==> config.mk <==
export PLATFORM = sky130hd
export DESIGN_NAME = fastcgi_record_deframer_flat
export DESIGN_NICKNAME = d
export VERILOG_FILES = /design/src/hw/rtl/fcgi_pkg.sv /design/src/hw/rtl/fcgi_ifs.sv /design/src/hw/rtl/fastcgi_record_deframer.sv /design/src/hw/rtl/fcgi_front.sv /design/src/hw/rtl/fcgi_queue.sv /design/src/hw/rtl/fcgi_back.sv /design/src/flat_wrapper.sv
export SDC_FILE = /design/constraint.sdc
export NUM_CORES = 1
export LEC_CHECK = 0
export ABC_AREA = 1
export ABC_CLOCK_PERIOD_IN_PS = 4040
export BUFFER_PORTS_ARGS = -buffer_cell sky130_fd_sc_hd__buf_4
export CAP_MARGIN = 20
export CORE_ASPECT_RATIO = 1.2
export CORE_MARGIN = 3
export CORE_UTILIZATION = 40
export DETAILED_ROUTE_END_ITERATION = 16
export SKIP_CTS_REPAIR_TIMING = 1
export SLEW_MARGIN = 5
export SYNTH_ARGS = -nofsm -noshare
export SYNTH_HDL_FRONTEND = slang
export SYNTH_SLANG_ARGS = --single-unit
==> constraint.sdc <==
create_clock -name clk -period 4.04 [get_ports clk]
set_input_delay 0.808 -clock clk [delete_from_list [all_inputs] [get_ports clk]]
set_output_delay 0.808 -clock clk [all_outputs]
set_load 0.01 [all_outputs]
==> src/hw/rtl/fcgi_pkg.sv <==
// shared types, codes and constants of the fastcgi record deframer
`timescale 1ns / 1ps
package fcgi_pkg;

  localparam int QUEUE_DEPTH_DEF = 4;

  localparam int CFG_DATA_W  = 16;
  localparam int CFG_INDEX_W = 1;
  localparam logic [CFG_INDEX_W-1:0] CFG_MATCH_ID     = 1'b0;
  localparam logic [CFG_INDEX_W-1:0] CFG_HEAD_REQUEST = 1'b1;

  localparam logic [15:0] MATCH_ID_RST = 16'd1;

  localparam logic [7:0] NEWLINE_BYTE = 8'h0A;
  localparam logic [7:0] SPACE_BYTE   = 8'h20;

  localparam logic [7:0] REC_END_REQUEST = 8'd3;
  localparam logic [7:0] REC_STDOUT      = 8'd6;
  localparam logic [7:0] REC_STDERR      = 8'd7;

  // byte positions inside a record header
  localparam logic [2:0] HB_TYPE   = 3'd1;
  localparam logic [2:0] HB_ID_HI  = 3'd2;
  localparam logic [2:0] HB_ID_LO  = 3'd3;
  localparam logic [2:0] HB_LEN_HI = 3'd4;
  localparam logic [2:0] HB_LEN_LO = 3'd5;
  localparam logic [2:0] HB_PAD    = 3'd6;
  localparam logic [2:0] HB_LAST   = 3'd7;

  localparam logic [1:0] KIND_DROP   = 2'd0;
  localparam logic [1:0] KIND_HEADER = 2'd1;
  localparam logic [1:0] KIND_BODY   = 2'd2;
  localparam logic [1:0] KIND_ERROR  = 2'd3;

  localparam logic [2:0] EV_NONE        = 3'd0;
  localparam logic [2:0] EV_HEADERS_END = 3'd1;
  localparam logic [2:0] EV_DONE_NOBODY = 3'd2;
  localparam logic [2:0] EV_BODY_END    = 3'd3;
  localparam logic [2:0] EV_PREMATURE   = 3'd4;

  typedef enum logic [1:0] {
    PH_HEADERS = 2'd0,
    PH_NO_BODY = 2'd1,
    PH_BODY    = 2'd2
  } fcgi_phase_t;

  typedef struct packed {
    logic [7:0] data_byte;
    logic       is_newline;
    logic       is_text;
  } fcgi_item_t;

endpackage

==> src/hw/rtl/fcgi_ifs.sv <==
// request channel interfaces of the fastcgi record deframer
`timescale 1ns / 1ps
interface fcgi_in_if;
  logic       valid;
  logic       ready;
  logic [7:0] data_byte;

  modport source (output valid, output data_byte, input ready);
  modport sink (input valid, input data_byte, output ready);
endinterface

interface fcgi_out_if;
  logic       valid;
  logic       ready;
  logic [7:0] out_byte;
  logic [1:0] out_kind;
  logic [2:0] event_res;

  modport source (output valid, output out_byte, output out_kind, output event_res,
                  input ready);
  modport sink (input valid, input out_byte, input out_kind, input event_res,
                output ready);
endinterface

==> src/hw/rtl/fastcgi_record_deframer.sv <==
// top level of the fastcgi record deframer
//
// takes a fastcgi response stream on in_ch, one byte per request, and gives
// exactly one result per byte on out_ch: the byte with its kind (dropped or
// framing, header text, body, error stream) and an event code (headers
// ended, done without body, body end, premature end of headers).
// records of another request id or of an unhandled type are skipped.
// cfg_we/cfg_index/cfg_data write the matching record id (index 0) and
// head_request (index 1); write them only while no byte is in flight.
// an accepted byte passes the byte queue and then the output register to out_ch.
// throughput: one byte per cycle while out_ch takes results; the back end updates
// all framing state once per byte, behind a QUEUE_DEPTH entry byte queue.
// a stalled receiver holds the output register; the queue keeps taking
// bytes until full, then in_ch.ready drops.
// reset (rst_n low, synchronous) empties the queue and output register,
// sets the matching id to 1, head_request to 0 and restarts at a record header.
`timescale 1ns / 1ps
module fastcgi_record_deframer
  import fcgi_pkg::*;
#(
  parameter int QUEUE_DEPTH = QUEUE_DEPTH_DEF
) (
  input  logic                   clk,
  input  logic                   rst_n,
  fcgi_in_if.sink                in_ch,
  fcgi_out_if.source             out_ch,
  input  logic                   cfg_we,
  input  logic [CFG_INDEX_W-1:0] cfg_index,
  input  logic [CFG_DATA_W-1:0]  cfg_data
);

  logic       push_valid, push_ready;
  fcgi_item_t push_item;
  logic       q_valid, q_pop;
  fcgi_item_t q_item;

  fcgi_front u_front (
    .in_ch      (in_ch),
    .push_ready (push_ready),
    .push_valid (push_valid),
    .push_item  (push_item)
  );

  fcgi_queue #(
    .DEPTH (QUEUE_DEPTH)
  ) u_queue (
    .clk        (clk),
    .rst_n      (rst_n),
    .push_valid (push_valid),
    .push_ready (push_ready),
    .push_item  (push_item),
    .pop_valid  (q_valid),
    .pop        (q_pop),
    .pop_item   (q_item)
  );

  fcgi_back u_back (
    .clk       (clk),
    .rst_n     (rst_n),
    .cfg_we    (cfg_we),
    .cfg_index (cfg_index),
    .cfg_data  (cfg_data),
    .q_valid   (q_valid),
    .q_item    (q_item),
    .q_pop     (q_pop),
    .out_ch    (out_ch)
  );

endmodule

==> src/hw/rtl/fcgi_front.sv <==
// front end: accepts input bytes and classifies them for the queue
`timescale 1ns / 1ps
module fcgi_front
  import fcgi_pkg::*;
(
  fcgi_in_if.sink    in_ch,
  input  logic       push_ready,
  output logic       push_valid,
  output fcgi_item_t push_item
);

  assign in_ch.ready = push_ready;
  assign push_valid  = in_ch.valid;

  always_comb begin
    push_item.data_byte  = in_ch.data_byte;
    push_item.is_newline = (in_ch.data_byte == NEWLINE_BYTE);
    push_item.is_text    = (in_ch.data_byte > SPACE_BYTE);
  end

endmodule

==> src/hw/rtl/fcgi_queue.sv <==
// short queue of classified bytes between front and back end
`timescale 1ns / 1ps
module fcgi_queue
  import fcgi_pkg::*;
#(
  parameter int DEPTH = QUEUE_DEPTH_DEF
) (
  input  logic       clk,
  input  logic       rst_n,
  input  logic       push_valid,
  output logic       push_ready,
  input  fcgi_item_t push_item,
  output logic       pop_valid,
  input  logic       pop,
  output fcgi_item_t pop_item
);

  localparam int PTR_W = $clog2(DEPTH);
  localparam int CNT_W = $clog2(DEPTH + 1);
  localparam logic [PTR_W-1:0] LAST_PTR = PTR_W'(DEPTH - 1);
  localparam logic [CNT_W-1:0] FULL_CNT = CNT_W'(DEPTH);

  fcgi_item_t       mem_r [DEPTH];
  logic [PTR_W-1:0] wr_ptr_r, wr_ptr_nxt;
  logic [PTR_W-1:0] rd_ptr_r, rd_ptr_nxt;
  logic [CNT_W-1:0] count_r, count_nxt;
  logic             do_push, do_pop;

  assign push_ready = (count_r != FULL_CNT);
  assign pop_valid  = (count_r != '0);
  assign pop_item   = mem_r[rd_ptr_r];
  assign do_push    = push_valid && push_ready;
  assign do_pop     = pop && pop_valid;

  always_comb begin
    wr_ptr_nxt = wr_ptr_r;
    rd_ptr_nxt = rd_ptr_r;
    count_nxt  = count_r;
    if (do_push) begin
      wr_ptr_nxt = (wr_ptr_r == LAST_PTR) ? '0 : wr_ptr_r + 1'b1;
    end
    if (do_pop) begin
      rd_ptr_nxt = (rd_ptr_r == LAST_PTR) ? '0 : rd_ptr_r + 1'b1;
    end
    if (do_push && !do_pop) begin
      count_nxt = count_r + 1'b1;
    end else if (do_pop && !do_push) begin
      count_nxt = count_r - 1'b1;
    end
  end

  always_ff @(posedge clk) begin
    if (!rst_n) begin
      wr_ptr_r <= '0;
      rd_ptr_r <= '0;
      count_r  <= '0;
    end else begin
      wr_ptr_r <= wr_ptr_nxt;
      rd_ptr_r <= rd_ptr_nxt;
      count_r  <= count_nxt;
    end
  end

  always_ff @(posedge clk) begin
    if (do_push) begin
      mem_r[wr_ptr_r] <= push_item;
    end
  end

endmodule

==> src/hw/rtl/fcgi_back.sv <==
// back end: record framing state, configuration registers and output register
`timescale 1ns / 1ps
module fcgi_back
  import fcgi_pkg::*;
(
  input  logic                   clk,
  input  logic                   rst_n,
  input  logic                   cfg_we,
  input  logic [CFG_INDEX_W-1:0] cfg_index,
  input  logic [CFG_DATA_W-1:0]  cfg_data,
  input  logic                   q_valid,
  input  fcgi_item_t             q_item,
  output logic                   q_pop,
  fcgi_out_if.source             out_ch
);

  logic [15:0]  match_id_r;
  logic         head_request_r;

  logic [7:0]   hdr_store_r [8];
  logic [2:0]   hdr_count_r, hdr_count_nxt;
  logic [15:0]  content_left_r, content_left_nxt;
  logic [16:0]  skip_left_r, skip_left_nxt;
  fcgi_phase_t  phase_r, phase_nxt;
  logic         on_err_r, on_err_nxt;
  logic         line_text_r, line_text_nxt;
  logic         finished_r, finished_nxt;

  logic         out_valid_r, out_valid_nxt;
  logic [7:0]   out_byte_r;
  logic [1:0]   out_kind_r;
  logic [2:0]   event_r;

  logic         step;
  logic         hdr_we;
  logic [1:0]   kind;
  logic [2:0]   ev;
  logic         to_skip;
  logic [7:0]   rec_type;
  logic [15:0]  rec_id;
  logic [15:0]  rec_len;
  logic [7:0]   rec_pad;
  logic [15:0]  content_dec;

  assign step  = q_valid && (!out_valid_r || out_ch.ready);
  assign q_pop = step;

  assign rec_type    = hdr_store_r[HB_TYPE];
  assign rec_id      = {hdr_store_r[HB_ID_HI], hdr_store_r[HB_ID_LO]};
  assign rec_len     = {hdr_store_r[HB_LEN_HI], hdr_store_r[HB_LEN_LO]};
  assign rec_pad     = hdr_store_r[HB_PAD];
  assign content_dec = content_left_r - 16'd1;

  always_comb begin
    hdr_count_nxt    = hdr_count_r;
    content_left_nxt = content_left_r;
    skip_left_nxt    = skip_left_r;
    phase_nxt        = phase_r;
    on_err_nxt       = on_err_r;
    line_text_nxt    = line_text_r;
    finished_nxt     = finished_r;
    hdr_we           = 1'b0;
    kind             = KIND_DROP;
    ev               = EV_NONE;
    to_skip          = 1'b0;
    if (finished_r) begin
      // everything after the end of the response is dropped
    end else if (content_left_r != 16'd0) begin
      content_left_nxt = content_dec;
      if (on_err_r) begin
        kind = KIND_ERROR;
      end else if (phase_r == PH_HEADERS) begin
        kind = KIND_HEADER;
        if (q_item.is_newline) begin
          if (!line_text_r) begin
            ev         = EV_HEADERS_END;
            on_err_nxt = 1'b0;
            if (head_request_r) begin
              phase_nxt        = PH_NO_BODY;
              skip_left_nxt    = skip_left_r + {1'b0, content_dec};
              content_left_nxt = 16'd0;
            end else begin
              phase_nxt = PH_BODY;
            end
          end
          line_text_nxt = 1'b0;
        end else if (q_item.is_text) begin
          line_text_nxt = 1'b1;
        end
      end else if (phase_r == PH_BODY) begin
        kind = KIND_BODY;
      end
    end else if (skip_left_r != 17'd0) begin
      skip_left_nxt = skip_left_r - 17'd1;
    end else begin
      hdr_we        = 1'b1;
      hdr_count_nxt = hdr_count_r + 3'd1;
      if (hdr_count_r == HB_LAST) begin
        content_left_nxt = rec_len;
        skip_left_nxt    = {9'd0, rec_pad};
        if (rec_id != match_id_r) begin
          to_skip = 1'b1;
        end else begin
          case (rec_type)
            REC_STDOUT: begin
              on_err_nxt = 1'b0;
              if (phase_r == PH_NO_BODY) begin
                to_skip = 1'b1;
              end
            end
            REC_STDERR: begin
              on_err_nxt = 1'b1;
            end
            REC_END_REQUEST: begin
              finished_nxt = 1'b1;
              case (phase_r)
                PH_HEADERS: begin
                  ev = EV_PREMATURE;
                end
                PH_NO_BODY: begin
                  ev = EV_DONE_NOBODY;
                end
                default: begin
                  ev = EV_BODY_END;
                end
              endcase
            end
            default: begin
              to_skip = 1'b1;
            end
          endcase
        end
        if (to_skip) begin
          skip_left_nxt    = {9'd0, rec_pad} + {1'b0, rec_len};
          content_left_nxt = 16'd0;
        end
      end
    end
  end

  always_comb begin
    out_valid_nxt = out_valid_r;
    if (step) begin
      out_valid_nxt = 1'b1;
    end else if (out_ch.ready) begin
      out_valid_nxt = 1'b0;
    end
  end

  always_ff @(posedge clk) begin
    if (!rst_n) begin
      match_id_r     <= MATCH_ID_RST;
      head_request_r <= 1'b0;
    end else if (cfg_we) begin
      case (cfg_index)
        CFG_MATCH_ID: begin
          match_id_r <= cfg_data[15:0];
        end
        CFG_HEAD_REQUEST: begin
          head_request_r <= cfg_data[0];
        end
        default: begin
        end
      endcase
    end
  end

  always_ff @(posedge clk) begin
    if (!rst_n) begin
      hdr_count_r    <= '0;
      content_left_r <= '0;
      skip_left_r    <= '0;
      phase_r        <= PH_HEADERS;
      on_err_r       <= 1'b0;
      line_text_r    <= 1'b0;
      finished_r     <= 1'b0;
      out_valid_r    <= 1'b0;
    end else begin
      out_valid_r <= out_valid_nxt;
      if (step) begin
        hdr_count_r    <= hdr_count_nxt;
        content_left_r <= content_left_nxt;
        skip_left_r    <= skip_left_nxt;
        phase_r        <= phase_nxt;
        on_err_r       <= on_err_nxt;
        line_text_r    <= line_text_nxt;
        finished_r     <= finished_nxt;
      end
    end
  end

  always_ff @(posedge clk) begin
    if (step) begin
      out_byte_r <= (kind != KIND_DROP) ? q_item.data_byte : 8'd0;
      out_kind_r <= kind;
      event_r    <= ev;
      if (hdr_we) begin
        hdr_store_r[hdr_count_r] <= q_item.data_byte;
      end
    end
  end

  assign out_ch.valid     = out_valid_r;
  assign out_ch.out_byte  = out_byte_r;
  assign out_ch.out_kind  = out_kind_r;
  assign out_ch.event_res = event_r;

endmodule

==> src/flat_wrapper.sv <==
// flat-port wrapper written by rule: the top's interface ports become plain ports
module fastcgi_record_deframer_flat import fcgi_pkg::*;
#(
  parameter int QUEUE_DEPTH = QUEUE_DEPTH_DEF
)
  (clk, rst_n, cfg_we, cfg_index, cfg_data, in_ch_valid, in_ch_data_byte, in_ch_ready, out_ch_valid, out_ch_out_byte, out_ch_out_kind, out_ch_event_res, out_ch_ready);
  fcgi_in_if in_ch_i ();
  fcgi_out_if out_ch_i ();
  input  logic clk;
  input  logic rst_n;
  input  logic cfg_we;
  input  logic [CFG_INDEX_W-1:0] cfg_index;
  input  logic [CFG_DATA_W-1:0] cfg_data;
  input wire logic [$bits(in_ch_i.valid)-1:0] in_ch_valid;
  input wire logic [$bits(in_ch_i.data_byte)-1:0] in_ch_data_byte;
  output wire logic [$bits(in_ch_i.ready)-1:0] in_ch_ready;
  output wire logic [$bits(out_ch_i.valid)-1:0] out_ch_valid;
  output wire logic [$bits(out_ch_i.out_byte)-1:0] out_ch_out_byte;
  output wire logic [$bits(out_ch_i.out_kind)-1:0] out_ch_out_kind;
  output wire logic [$bits(out_ch_i.event_res)-1:0] out_ch_event_res;
  input wire logic [$bits(out_ch_i.ready)-1:0] out_ch_ready;
  assign in_ch_i.valid = in_ch_valid;
  assign in_ch_i.data_byte = in_ch_data_byte;
  assign in_ch_ready = in_ch_i.ready;
  assign out_ch_valid = out_ch_i.valid;
  assign out_ch_out_byte = out_ch_i.out_byte;
  assign out_ch_out_kind = out_ch_i.out_kind;
  assign out_ch_event_res = out_ch_i.event_res;
  assign out_ch_i.ready = out_ch_ready;
  fastcgi_record_deframer #(.QUEUE_DEPTH(QUEUE_DEPTH)) u_core (.clk(clk), .rst_n(rst_n), .in_ch(in_ch_i), .out_ch(out_ch_i), .cfg_we(cfg_we), .cfg_index(cfg_index), .cfg_data(cfg_data));
endmodule
Word level (Yosys, flattened, before mapping):

Memory sizes are Yosys's and may differ from the RTL's. A register that Yosys moved wholly into a read port is not among the register bits.
Cells that the tools add are included.

* bits in registers: 79
* bits in latches: 0
* bits in writable memories: 104
* ROM bits: 0
* input bits: 30
* output and inout port bits: 15
* logic and storage cells: 152
* memories kept: 2

Memories
* u_core.u_back.hdr_store_r: depth 8, bits a word 8, read ports 6, clocked after Yosys merged registers in 0, wr ports 1, RTL line fcgi_back.sv:20 `logic [7:0] hdr_store_r [8];`
* u_core.u_queue.mem_r: depth 4, bits a word 10, read ports 1, clocked after Yosys merged registers in 1, wr ports 1, RTL line fcgi_queue.sv:23 `fcgi_item_t mem_r [DEPTH];`

* add/sub/neg operators: 9
* $mul: 0
* divide/modulo/power cells: 0
* order comparisons: 1
* equality and inequality tests: 18
* shifts and indexed selects: 0
* muxes and demuxes: 71
* bitwise logic cells: 6
* reduce and logical (&&, ||, !) cells: 29

Operator list (number)
* two-way mux 17 bit: 9
* two-way mux 16 bit: 9
* two-way mux 1 bit: 33
* two-way mux 3 bit: 7
* two-way mux 2 bit: 10
* adder 17 x 16 -> 17 bit: 1
* adder 8 x 16 -> 17 bit: 1
* nonzero test 17 bit: 1
* subtractor 17 x 1 -> 17 bit, second input constant: 1
* equality test 8 x 3 -> 1 bit, second input constant: 2
* inequality test 16 bit: 1
* nonzero test 16 bit: 1
* subtractor 16 x 1 -> 16 bit, second input constant: 1
* AND reduction 6 bit: 2
* inequality test 2 bit, second input constant: 5
* nonzero test 2 bit: 5
* nonzero test 3 bit: 3
* equality test 8 x 2 -> 1 bit, second input constant: 1
* equality test 8 x 4 -> 1 bit, second input constant: 1
* > comparator 8 x 6 -> 1 bit, second input constant: 1
* AND reduction 4 bit: 2
* AND reduction 8 bit: 1
* AND reduction 7 bit: 1
* adder 3 x 1 -> 3 bit, second input constant: 2
* other kinds (16): 33

Longest topological paths before layout:

An unclocked memory read counts as a cell.

* depth in word-level cells: 13
* mapped depth: 19
* mapped depth without buffers: 19

By module:

Synthesis repeated with hierarchy kept, for this count alone.

* cell total of the unflattened synthesis: 1240
* area total of the unflattened synthesis: 9869.5 um^2

By module, submodules not included
* fcgi_back: instances 1, cells each 1049, area each 7751.2 um^2, seq. area each 3012.9 um^2
* fcgi_queue: instances 1, cells each 167, area each 1984.4 um^2, seq. area each 1381.3 um^2
* fcgi_front: instances 1, cells each 24, area each 133.9 um^2, seq. area each 0.0 um^2

Worst setup path after synthesis:

OpenSTA, ideal clock, no wires.

* path kind: register to register
* start point: register u_core.u_back.skip_left_r[0]
* end point: memory u_core.u_back.hdr_store_r[1][0], enable pin
* setup time: 0.383 ns
* arrival time: 2.190 ns
* data required time: 3.657 ns
* path slack: 1.467 ns
* stages on the path, launching flop included: 13
* buffers on the path: 0
* clock period less this slack: 2.573 ns
* cells stage by stage: dfxtp_1 -> inv_1 -> ha_1 -> inv_1 -> nor2_4 -> nand3_2 -> nor2_4 -> nand4_4 -> nor2_8 -> nand2_4 -> clkinv_2 -> nand2_2 -> nor3_1

* word-level cells in the longest chain between the ends: 7

Ends and longest elaborated chain
* from (decl): RTL line fcgi_back.sv:23 `logic [16:0] skip_left_r, skip_left_nxt;`
* from (signal assigned): RTL line fcgi_back.sv:183 `skip_left_r <= skip_left_nxt;`
* nonzero test 17 bit: RTL line fcgi_back.sv:93 `end else if (skip_left_r != 17'd0) begin`
* two-way mux 1 bit: RTL line fcgi_back.sv:93
* two-way mux 1 bit: RTL line fcgi_back.sv:68 `end else if (content_left_r != 16'd0) begin`
* two-way mux 1 bit: RTL line fcgi_back.sv:66 `if (finished_r) begin`
* two-way mux 1 bit: RTL line fcgi_back.sv:197 `if (hdr_we) begin`
* two-way mux 1 bit: RTL line fcgi_back.sv:193 `if (step) begin`
* two-way mux 1 bit (not written as such): RTL line fcgi_back.sv:198 `hdr_store_r[hdr_count_r] <= q_item.data_byte;`
* to (decl): RTL line fcgi_back.sv:20

Every way passes these cells.

Worst setup path in the final report:

* start point: register u_core.u_back.content_left_r[2]
* end point: register u_core.u_back.skip_left_r[15]

* word-level cells in the longest chain between the ends: 8
* elaborated cells between the ends (all ways): 16
* classes of those cells: add/sub (2); eq/ne (5); mux (6); reduce/logical (3)

Ends and longest elaborated chain
* from (decl): RTL line fcgi_back.sv:22 `logic [15:0] content_left_r, content_left_nxt;`
* from (signal assigned): RTL line fcgi_back.sv:182 `content_left_r <= content_left_nxt;`
* subtractor 16 x 1 -> 16 bit: RTL line fcgi_back.sv:52 `assign content_dec = content_left_r - 16'd1;`
* adder 17 x 16 -> 17 bit: RTL line fcgi_back.sv:80 `skip_left_nxt = skip_left_r + {1'b0, content_dec};`
* two-way mux 17 bit: RTL line fcgi_back.sv:78 `if (head_request_r) begin`
* two-way mux 17 bit: RTL line fcgi_back.sv:75 `if (!line_text_r) begin`
* two-way mux 17 bit: RTL line fcgi_back.sv:74 `if (q_item.is_newline) begin`
* two-way mux 17 bit: RTL line fcgi_back.sv:72 `end else if (phase_r == PH_HEADERS) begin`
* two-way mux 17 bit: RTL line fcgi_back.sv:70 `if (on_err_r) begin`
* two-way mux 17 bit: RTL line fcgi_back.sv:68

Several ways; a longest one is shown, not always the timed one. The select of a mux whose other input is x is not followed.
A chain may end at the register's enable or synchronous reset.

==> flow_summary.ini <==
[run_status]
status = finished, final reports clean

[global_route]
first_global_vias = 7683
grt_max_degree = 48
grt_overflow = 0
antenna_found_initial = 0
grtUsageTotal = 0.197
grt_pass1_wl_um = 39900

[power]
leakagePower_nw = 4.83
ir_drop_mv = 0.393
intPower_w = 0.00418
p_comb_frac = 0.459
pwr-share-clk = 0.215
seqPwrFrac = 0.325
p_switching_w = 0.00337
p_per_area_nw_per_um2 = 706
swShare = 0.446

[yosys]
netlist_instances = 1192
synth_seq_area_share = 0.466
synth_seq_cells = 169
syn-cell-area_sq_um = 9430
yosys_warnings = 0
syn-num-nets = 1261
syn_avg_cell_area_sq_um = 7.91
synth.distinct_cells = 42
ys_top_cells_by_area = edfxtp_1 (32%), dfxtp_1 (14%), nand2_1 (10%)
synth_top_area_frac = 0.322
synthArstFlopShare = 0
yosysTopAreaCell = edfxtp_1
synth-edff-count = 101
synth_flop_cell = edfxtp_1

[timing]
min_period_ns = 2.96
fin_skew_ns = 0.0146
hold_viol_final = 0
fmax_mhz = 338
slew_headroom = 0.281
grt_setup_unrepaired = false
worstMarginPinSlew_ns = 1.07
hold-worst-slack_ns = 0.473
slew_viol_final = 0
worst_slack_ns = 1.08
setup_violations = 0
period_share = 0.733
setup_tns_ns = 0

[clock_network]
cts_tree = built
ctsRootBufferMaster = clkbuf_16
clock_sinks = 169
insertion_delay_ns = 0.43
clockBufferDepth = 2
cts-htree-levels = 4
numCtsBuffers = 17
clkSlewWorstSetupHoldPaths_ns = 0.08

[placement]
place_ws_ns = 1.08
portBuffers = 44
gp_congestion = 0.912
hpwlAfterDp_um = 18200
dp.cells = 1534

[critical_path]
crit_path_frequent_cell = nand2_1
slowest_delay_ns = 0.37
slowest_stage = ha_1
startpoint_type = flop
crit_type = reg -> reg
cp_data_required_time_ns = 4.37
cp_max_fo = 5
crit_path_end_kind = flop
crit_chain = nor2_2 > nand4_1 > nor2_1 > nand2_1 > nor2_1 > nand2_1 > nand2_1 > o21ai_1 > ha_1 > nand2_1 > nor4_1 > nand2_1 > nand2_1 > nand2_1 > nand3_1 > nand3_1 > nand2_1 > inv_1
worstPathArrival_ns = 3.29
r2r_setup_slack_ns = 1.08

[die]
die_w_um = 146
ios = 45
initial_core_util = 0.413
placementRows = 60
fp.coreArea_sq_um = 22800
die_area_sq_um = 25400
die_height_um = 174

[routing]
first_iter_violations = 459
first_pass_iters = 5
via_count = 7916
post-route-drc-count = 0
wirelength_um = 24700
viasPerCell = 5.05
antenna_left = 0
post_drt_wl_per_cell_um = 15.8

[finish]
area_growth_pct = 13.5
layout.nets = 1312
fin_util = 0.469
num_antenna_cells = 0
drive_above_1_share = 0.0932
fillers = 2256
finalNonFillerCells = 1566

[run]
max-cap-violations = 0

[min_path]
min_path_type = reg -> reg
through the flow:
stage	instance area, sq um	power, W
floorplan	9430	0.00492
global placement	10100	0.00594
detailed placement	10100	0.00595
CTS	10700	0.00758
global route	10700	0.00814
finish	10700	0.00755
area by class of cell:
cell class | instances | area [sq um] | share of cell area
well taps | 310 | 388 | 0.0363
flip-flops and latches | 169 | 4390 | 0.411
clock buffers | 18 | 429 | 0.0401
repair buffers | 54 | 405 | 0.0379
multi-input cells | 845 | 4340 | 0.406
clock inverters | 14 | 153 | 0.0143
inverters | 156 | 587 | 0.0549
sequential cells by signal, indices dropped and copies added (netlist names), 3 cells and up, named ones only:
| signal | count |
|---|---|
| u_core.u_back.match_id_r | 16 |
| u_core.u_queue.mem_r | 40 |
| u_core.u_queue.count_r | 3 |
| u_core.u_back.skip_left_r | 17 |
| u_core.u_back.out_ch.out_byte | 8 |
| u_core.u_back.hdr_store_r | 48 |
| u_core.u_back.content_left_r | 16 |
| u_core.u_back.out_ch.event_res | 3 |
| u_core.u_back.hdr_count_r | 3 |
worst paths after layout:
kind                            cells after the start                       endpoint                            start
worst max-delay path                               18  u_core.u_back.skip_left_r[15]  u_core.u_back.content_left_r[2]
worst min-delay path                                2    u_core.u_back.match_id_r[2]      u_core.u_back.match_id_r[2]
worst max register to register                     18  u_core.u_back.skip_left_r[15]  u_core.u_back.content_left_r[2]
worst min register to register                      2    u_core.u_back.match_id_r[2]      u_core.u_back.match_id_r[2]
synth_stat cells, types with 19 or more instances:
master / number
nand2_1: 254
nor2_1: 175
inv_1: 148
edfxtp_1: 101
nand3_1: 82
o21ai_0: 81
a21oi_1: 74
dfxtp_1: 68
ha_1: 36
xor2_1: 26
nand4_1: 20
nor3_1: 19
layer usage:
metal  global-route usage  routed length (um)  share of wire
met1                0.248               10800           0.44
met3               0.0276                1000          0.040
met5                    0                   0              0
met2                0.344               12300           0.50
met4               0.0698                 601          0.024
critical path: cells and delay by family, from the launching register on:
kind            cells  cell delay (ns)
fa+ha+maj           1             0.37
simple gates       15             1.99
compound gates      1             0.09
buf+inv             1             0.03
flops               1             0.36
power by group through the flow:
| stage | Clock [W] | Sequential, W | Combinational (W) |
|---|---|---|---|
| after floorplan | 0 | 0.00247 | 0.00245 |
| after detailed placement | 0 | 0.00249 | 0.00346 |
| after global routing | 0.00172 | 0.00249 | 0.00394 |
| final | 0.00163 | 0.00246 | 0.00347 |
| after CTS | 0.00165 | 0.00245 | 0.00348 |
| after global placement | 0 | 0.00249 | 0.00345 |
placed cells by master (no fill, tap or decap), drive strengths merged:
cell | netlist | final
nand2 | 259 | 259
nor2 | 191 | 191
inv | 153 | 160
edfxtp | 101 | 101
o21ai | 89 | 89
nand3 | 84 | 84
a21oi | 74 | 74
dfxtp | 68 | 68
buf | 12 | 54
ha | 36 | 36
xor2 | 26 | 26
nand4 | 21 | 21
nor3 | 19 | 19
clkbuf | 10 | 18
o211ai | 13 | 13
clkinv | 3 | 10
xnor2 | 4 | 4
a211oi | 4 | 4
a21o | 4 | 4
nand3b | 4 | 4
nor4 | 3 | 3
fa | 3 | 3
or2 | 3 | 3
o21a | 2 | 2
o21bai | 2 | 2
o22ai | 1 | 1
o211a | 1 | 1
and2 | 1 | 1
o221ai | 1 | 1
cell families (layout without fill, tap and decap cells):
kind of cell,Yosys count,count (layout),synth area share
AND/OR/NAND/NOR,585,585,0.269
flip-flops,169,169,0.466
adder cells (fa/ha/maj),39,39,0.0542
buffers and inverters,178,242,0.0735
AO/OA/AOI/OAI,191,191,0.109
XOR/XNOR,30,30,0.0279
Note: power is estimated with default switching activity, not from simulation.
